--- src/rtl/pft_pkg.sv ---
// Shared types and constants of the flow table block.
// No dependencies.
`timescale 1ns / 1ps

package pft_pkg;

	localparam int FLOW_ENTRIES = 64;
	localparam int IDX_W        = $clog2(FLOW_ENTRIES);
	localparam int CNT_W        = $clog2(FLOW_ENTRIES + 1);

	localparam int TS_W         = 63;
	localparam int IN_TDATA_W   = 216;
	localparam int OUT_TDATA_W  = 192;

	localparam logic [15:0] ETHERTYPE_IPV4 = 16'h0800;
	localparam logic [7:0]  PROTO_NUM_ICMP = 8'd1;
	localparam logic [7:0]  PROTO_NUM_TCP  = 8'd6;
	localparam logic [7:0]  PROTO_NUM_UDP  = 8'd17;

	localparam logic [1:0]  CLASS_ICMP = 2'd0;
	localparam logic [1:0]  CLASS_TCP  = 2'd1;
	localparam logic [1:0]  CLASS_UDP  = 2'd2;

	localparam logic [7:0]  TCP_FLAG_MASK = 8'h3F;

	// configuration register indexes
	localparam logic REG_WINDOW_START  = 1'b0;
	localparam logic REG_WINDOW_LENGTH = 1'b1;

	// func field
	localparam logic FUNC_COUNT = 1'b0;
	localparam logic FUNC_READ  = 1'b1;

	typedef enum logic [2:0] {
		RES_HIT        = 3'd0,
		RES_NEW        = 3'd1,
		RES_FILTERED   = 3'd2,
		RES_FULL       = 3'd3,
		RES_READ_OK    = 3'd4,
		RES_READ_EMPTY = 3'd5
	} result_code_t;

	typedef struct packed {
		logic        func;
		logic [15:0] ethertype;
		logic [7:0]  ip_protocol;
		logic [31:0] src_addr;
		logic [31:0] dst_addr;
		logic [15:0] src_port;
		logic [15:0] dst_port;
		logic [15:0] frame_len;
		logic [7:0]  proto_state_in;
		logic [TS_W-1:0] timestamp_us;
		logic [5:0]  read_index;
	} pkt_item_t;

	// one table entry as stored in the RAM
	typedef struct packed {
		logic [1:0]  proto;
		logic [63:0] addrs;   // src high, dst low
		logic [31:0] ports;   // src high, dst low
		logic [31:0] packets;
		logic [47:0] bytes;
		logic [7:0]  pstate;
	} entry_t;

	typedef struct packed {
		logic         capture;
		logic         scan_start;
		logic         scan_step;
		logic         read_issue;
		logic         wr_update;
		logic         wr_new;
		logic         out_load;
		result_code_t out_code;
	} pft_cmd_t;

	typedef struct packed {
		logic is_read;
		logic keep;
		logic read_in_range;
		logic scan_done;
		logic match;
		logic full;
	} pft_stat_t;

endpackage

--- src/rtl/pft_ctrl.sv ---
// Controller of the flow table: sequences filter, search, update, read and output.
// Depends on pft_pkg.
`timescale 1ns / 1ps

module pft_ctrl import pft_pkg::*; (
	input  logic      clk,
	input  logic      arst_n,
	input  logic      in_tvalid,
	output logic      in_tready,
	output logic      out_tvalid,
	input  logic      out_tready,
	input  pft_stat_t stat,
	output pft_cmd_t  cmd
);

	typedef enum logic [2:0] {
		S_IDLE,
		S_CHECK,
		S_SEARCH,
		S_HIT,
		S_MISS,
		S_RDOUT,
		S_BLANK
	} state_t;

	state_t       state_q;
	result_code_t code_q;
	logic         out_valid_q;
	logic         slot_free;

	assign slot_free  = !out_valid_q || out_tready;
	assign in_tready  = (state_q == S_IDLE);
	assign out_tvalid = out_valid_q;

	always_comb begin
		cmd          = '0;
		cmd.out_code = code_q;
		unique case (state_q)
			S_IDLE: begin
				cmd.capture = in_tvalid;
			end
			S_CHECK: begin
				cmd.read_issue = stat.is_read && stat.read_in_range;
				cmd.scan_start = !stat.is_read && stat.keep;
			end
			S_SEARCH: begin
				cmd.scan_step = !stat.match && !stat.scan_done;
			end
			S_HIT: begin
				if (slot_free) begin
					cmd.wr_update = 1'b1;
					cmd.out_load  = 1'b1;
					cmd.out_code  = RES_HIT;
				end
			end
			S_MISS: begin
				if (slot_free) begin
					cmd.out_load = 1'b1;
					if (stat.full) begin
						cmd.out_code = RES_FULL;
					end else begin
						cmd.wr_new   = 1'b1;
						cmd.out_code = RES_NEW;
					end
				end
			end
			S_RDOUT: begin
				if (slot_free) begin
					cmd.out_load = 1'b1;
					cmd.out_code = RES_READ_OK;
				end
			end
			S_BLANK: begin
				cmd.out_load = slot_free;
			end
			default: begin
				cmd = '0;
			end
		endcase
	end

	always_ff @(posedge clk or negedge arst_n) begin
		if (!arst_n) begin
			state_q     <= S_IDLE;
			code_q      <= RES_FILTERED;
			out_valid_q <= 1'b0;
		end else begin
			if (cmd.out_load) begin
				out_valid_q <= 1'b1;
			end else if (out_tready) begin
				out_valid_q <= 1'b0;
			end

			unique case (state_q)
				S_IDLE: begin
					if (in_tvalid) begin
						state_q <= S_CHECK;
					end
				end
				S_CHECK: begin
					if (stat.is_read) begin
						if (stat.read_in_range) begin
							state_q <= S_RDOUT;
						end else begin
							code_q  <= RES_READ_EMPTY;
							state_q <= S_BLANK;
						end
					end else if (stat.keep) begin
						state_q <= S_SEARCH;
					end else begin
						code_q  <= RES_FILTERED;
						state_q <= S_BLANK;
					end
				end
				S_SEARCH: begin
					if (stat.match) begin
						state_q <= S_HIT;
					end else if (stat.scan_done) begin
						state_q <= S_MISS;
					end
				end
				S_HIT, S_MISS, S_RDOUT, S_BLANK: begin
					if (slot_free) begin
						state_q <= S_IDLE;
					end
				end
				default: begin
					state_q <= S_IDLE;
				end
			endcase
		end
	end

endmodule

--- config.mk ---
export PLATFORM = sky130hd
export DESIGN_NAME = pft_ctrl
export DESIGN_NICKNAME = d
export VERILOG_FILES = /design/src/rtl/pft_pkg.sv /design/src/rtl/pft_ctrl.sv
export SDC_FILE = /design/constraint.sdc
export NUM_CORES = 1
export LEC_CHECK = 0
export ABC_AREA = 1
export BUFFER_PORTS_ARGS = -buffer_cell sky130_fd_sc_hd__buf_2
export CORE_AREA = 2 2 39 41
export DETAILED_ROUTE_END_ITERATION = 10
export DIE_AREA = 0 0 41 43
export PLACE_DENSITY = 0.75
export REMOVE_ABC_BUFFERS = 1
export SYNTH_ARGS = -nofsm -noshare
export SYNTH_HDL_FRONTEND = slang
export SYNTH_SLANG_ARGS = --single-unit
--- constraint.sdc ---
create_clock -name clk -period 1.1 [get_ports clk]
set_input_delay 0 -clock clk [delete_from_list [all_inputs] [get_ports clk]]
set_output_delay 0 -clock clk [all_outputs]
set_load 0.01 [all_outputs]
# After elaboration in Yosys (flattened, before gate mapping)
# Cells that the tools add are included.
[totals]
input_bits = 10
wordCells = 55
register_bits = 7
out_inout_bits = 12
[classes]
muxes = 27
n_eq_ne = 11
reduce_logical = 14
[op_table]
columns = ["operator", "n"]
rows = [
  ["$mux W3", 9],
  ["$pmux W3 S4", 2],
  ["$mux W1", 10],
  ["$eq A3 B3 Y1 const B", 3],
  ["$mux W4", 2],
  ["$reduce_or A4 Y1", 2],
  ["$eq A3 B2 Y1 const B", 2],
  ["$ne A2 B2 Y1 const B", 3],
  ["$reduce_and A3 Y1", 2],
  ["$mux W5", 1],
  ["$logic_not A1 Y1", 4],
  ["$mux W2", 2],
  ["$pmux W1 S4", 1],
  ["$eq A3 B1 Y1 const B", 1],
  ["$logic_and A1 B1 Y1", 3],
  ["$logic_not A3 Y1", 1],
  ["$ne A3 B3 Y1 const B", 1],
  ["$ne A2 B1 Y1 const B", 1],
  ["$reduce_bool A2 Y1", 1],
  ["$logic_or A1 B1 Y1", 1],
]

# Depth between registers and ports, before layout
[depth]
ltp_word = 5
ltp_mapped = 9
depth_no_buf = 8

# Least setup slack after synthesis
# Ideal clock, no wire load.
[synth_path]
path_kind = "register to register"
startpoint = "reg state_q[0]"
endpoint = "reg state_q[0]"
path_stages_with_launch = 7
required_time_ps = 982
setup_slack_ps = -76
t_arrival_ps = 1058
synth_period_minus_slack_ps = 1176
setup_ps = 118
path_buffers = 0
path_cell_list = "dfrtp_1 > inv_1 > nand2_2 > nor2_1 > nand2_1 > nand4_1 > nand2_1"
[synth_via]
elab_cells_between_ends = 13
cone_classes = "9 x eq/ne; 1 x mux; 3 x reduce/logical"
[synth_lines]
columns = ["item", "line", "source"]
rows = [
  ["start: declaration", "pft_ctrl.sv:26", "state_t state_q;"],
  ["start signal: assignment", "pft_ctrl.sv:84", "state_q <= S_IDLE;"],
  ["start signal: assignment", "pft_ctrl.sv:97", "state_q <= S_CHECK;"],
  ["start signal: assignment", "pft_ctrl.sv:103", "state_q <= S_RDOUT;"],
  ["$logic_not A3 Y1 *", "-", ""],
  ["named net in_tready", "pft_ctrl.sv:9", "output logic in_tready,"],
  ["$ne A2 B2 Y1 (no line)", "-", ""],
  ["$reduce_and A3 Y1 (no line)", "-", ""],
]
# Mark *: on every way through the listed nets, which the timed path passes. The rest lies on a longest branch.
# A chain may end at the register's enable or synchronous reset.

==> results.ini <==
[critical_path]
slowest_delay_ps = 440
start_kind = flop
reg2reg_setup_slack_ps = -160
slowest_stage = dfrtp_2
critPathTopFamily = buffers and inverters
path_max_fanout = 6
rr_worst_depth = 8
timing.rr.start = state_q[2]$_DFFE_PN0P_
critPathBufInv = 4
arrival_ps = 1420
r2r_end = state_q[2]$_DFFE_PN0P_
crit_type = flop to output pin
worstPathRequired_ps = 1100
path_cells = inv_4 -> buf_4 -> nor2_2 -> inv_1 -> nor3_1 -> buf_2
cp-end-kind = output pin

[floorplan]
fp.dieW_microns = 41
dieArea_sq_um = 1760
io_pins = 22
initial_core_util_pct = 36.8
core_area_sq_um = 1380
die_h_microns = 43
row_count = 14

[worst_hold_path]
hp-class = primary input to flop
min-delay-start = stat[5]
holdPathEnd = code_q[0]$_DFFE_PN0P_
hold_depth = 3

[power_and_ir_drop]
seq_power_share_pct = 22.1
p_int_w = 0.00119
p_sw_w = 0.00110
vdd_drop_max_mv = 1.22
swShare_pct = 48.0
cellPowerDensity_nw_per_um2 = 2700
p_comb_share_pct = 67.5
finalPower_w = 0.00229
cellLeakagePower_nw = 0.501
clock_power_share_pct = 10.3

[timing]
rsz0062_at_grt = yes
setup_tns_ps = -3170
hold_viol_final = 1
period_share_pct = 129
setup_viol_count_final = 17
slew_headroom_pct = 82.8
final_max_slew_viol_count = 0
period_needed_ps = 1420
max_freq_mhz = 706
worst_pin_slew_ps = 256
finalWorstSetupSlack_ps = -316
whs_ps = -3.93
fin_skew_ps = 13.3

[yosys]
syn-instance-count = 83
ys_seq_area_share_pct = 29.7
ys_ff_latch = 6
netlist-cell-type-count = 20
netlist_area_sq_um = 509
yosysWarnings = 0
avgSynthCellArea_sq_um = 6.14

[clocking]
cts_buffers = 3
cts_tree = done
cts_max_level = 1
clockBufferDepth = 2
clk_latency_ps = 260
clk_pin_slew_ps = 60
numClockSinks = 6
root_buffer = clkbuf_4

[routing]
drtPass1Iterations = 2
wl_microns = 1540
vias_per_cell = 4.70
postRouteAntennaNets = 0
wl_per_cell_microns = 11.2
drc_errors = 0
num_vias = 648
drtIter0Drc = 2

[outcome]
violations = negative hold slack, negative setup slack
outcome = finished, violations left

[layout]
syn_to_final_growth_pct = 66.8
drive_gt1_share_pct = 53.3
antenna_cells = 0
finalInstanceArea_sq_um = 850
finalNetCount = 133
fill_cells = 127

[global_routing]
grt_use_total_pct = 17.5
grt_antenna_before_repair = 0
grt_pass1_vias = 524
grt_pass1_wl_microns = 2100
grt_overflow_total = 0
grt_max_degree = 9

[placement]
placed_area_sq_um = 664
hpwl_microns = 932
port_buffers = 21
gp_congestion = 0.841
post-place-ws_ps = -119

[job]
max_cap_violations = 0

## worst max-delay path by stage
stage               depth (start not counted)  slack [ps]                   start                endpoint
global route                                6        -390  state_q[1]$_DFFE_PN0P_                  cmd[4]
detailed placement                          6        -120  state_q[1]$_DFFE_PN0P_  state_q[2]$_DFFE_PN0P_
global placement                            6        -120  state_q[1]$_DFFE_PN0P_  state_q[2]$_DFFE_PN0P_
finish                                      6        -320  state_q[2]$_DFFE_PN0P_                  cmd[4]
floorplan                                   6         -80  state_q[0]$_DFFE_PN0P_  state_q[0]$_DFFE_PN0P_
CTS                                         5        -250  state_q[2]$_DFFE_PN0P_                  cmd[2]
## cells in the mapped netlist
cell type	number	area share, %
o21ai_0	5	4.9
a31oi_1	2	2.5
inv_2	3	2.2
o21a_1	1	1.5
nand3_2	1	2.0
nor2_1	10	7.4
o21ai_1	1	0.98
nor3_1	2	2.0
buf_4	1	1.5
nor3_2	1	2.0
nand2_1	26	19
nand4_1	2	2.5
nand2_2	4	4.9
inv_1	11	8.1
dfrtp_1	5	25
nand3_1	4	3.9
o211ai_1	1	1.5
o22ai_1	1	1.2
dfstp_2	1	5.2
nor2_4	1	2.2
## worst reg2reg max path: stages (launching register included)
cell	delay, ps
dfrtp_2	460
buf_4	150
buf_4	120
nand3_2	70
nand2_2	90
nand2_4	80
nand2_1	60
nand2_1	60
nand2_1	50
## placed cells by master, fill, tap and decap left out, types with 2 or more instances in the layout
cell type  Yosys  layout
a31oi_1        2       2
buf_2          0      20
buf_4          1      12
buf_6          0       3
clkbuf_4       0       3
dfrtp_1        5       2
dfrtp_2        0       3
inv_1         11       9
inv_2          3       4
nand2_1       26      21
nand2_2        4       6
nand2_4        0       3
nand3_1        4       3
nand3_2        1       2
nand4_1        2       2
nor2_1        10       7
nor2_4         1       3
nor3_2         1       2
o21ai_0        5       3
o21ai_1        1       3
## sequential cells by signal, summed over array words and instances, names as in the netlist
signal	count
code_q	2
out_tvalid	1
state_q	3
## routing by layer
metal	global-route usage (%)	wire length [microns]	vias up
li1	-	-	341
met1	21.2	634	288
met2	28.1	830	16
met3	3.14	52	3
met4	8.00	26	0
met5	0	0	-
## area by class of cell
| type | count | area (sq um) | area share [%] |
|---|---|---|---|
| Clock buffer | 4 | 26.3 | 3.09 |
| Inverter | 14 | 55.1 | 6.48 |
| Multi-Input combinational cell | 62 | 359 | 42.3 |
| Tap cell | 16 | 20.0 | 2.36 |
| Timing Repair Buffer | 36 | 234 | 27.5 |
| Sequential cell | 6 | 155 | 18.3 |
## through the flow
stage	instances	utilization [%]
finish	138	61.4
global route	138	61.4
CTS	132	56.4
detailed placement	124	48.0
global placement	124	48.0
floorplan	82	-
## logic make-up (layout without fill, tap and decap cells)
family	Yosys count	count (layout)	synth area share [%]
AO/OA/AOI/OAI	11	11	12.5
flip-flops	6	6	29.7
buffers and inverters	15	54	11.8
AND/OR/NAND/NOR	51	51	45.9
## power by group through the flow
stage               registers (W)  clock network (W)  logic [W]
floorplan                0.000447                  0   0.000732
global placement         0.000455                  0    0.00111
detailed placement       0.000457                  0    0.00113
CTS                      0.000483           0.000238    0.00136
global route             0.000521           0.000253    0.00172
finish                   0.000507           0.000237    0.00155
## timing repair
item / in CTS / in global routing
setup endpoints to repair: 16 / 16
buffers inserted: 3 / 6
cloned: 0 / 0
hold buffers: 1 / 0
gates resized for setup: 21 / 6
hold endpoints to repair: 6 / 0
pin swaps: 4 / 5
No activity file was read; power rests on OpenSTA's default activity.
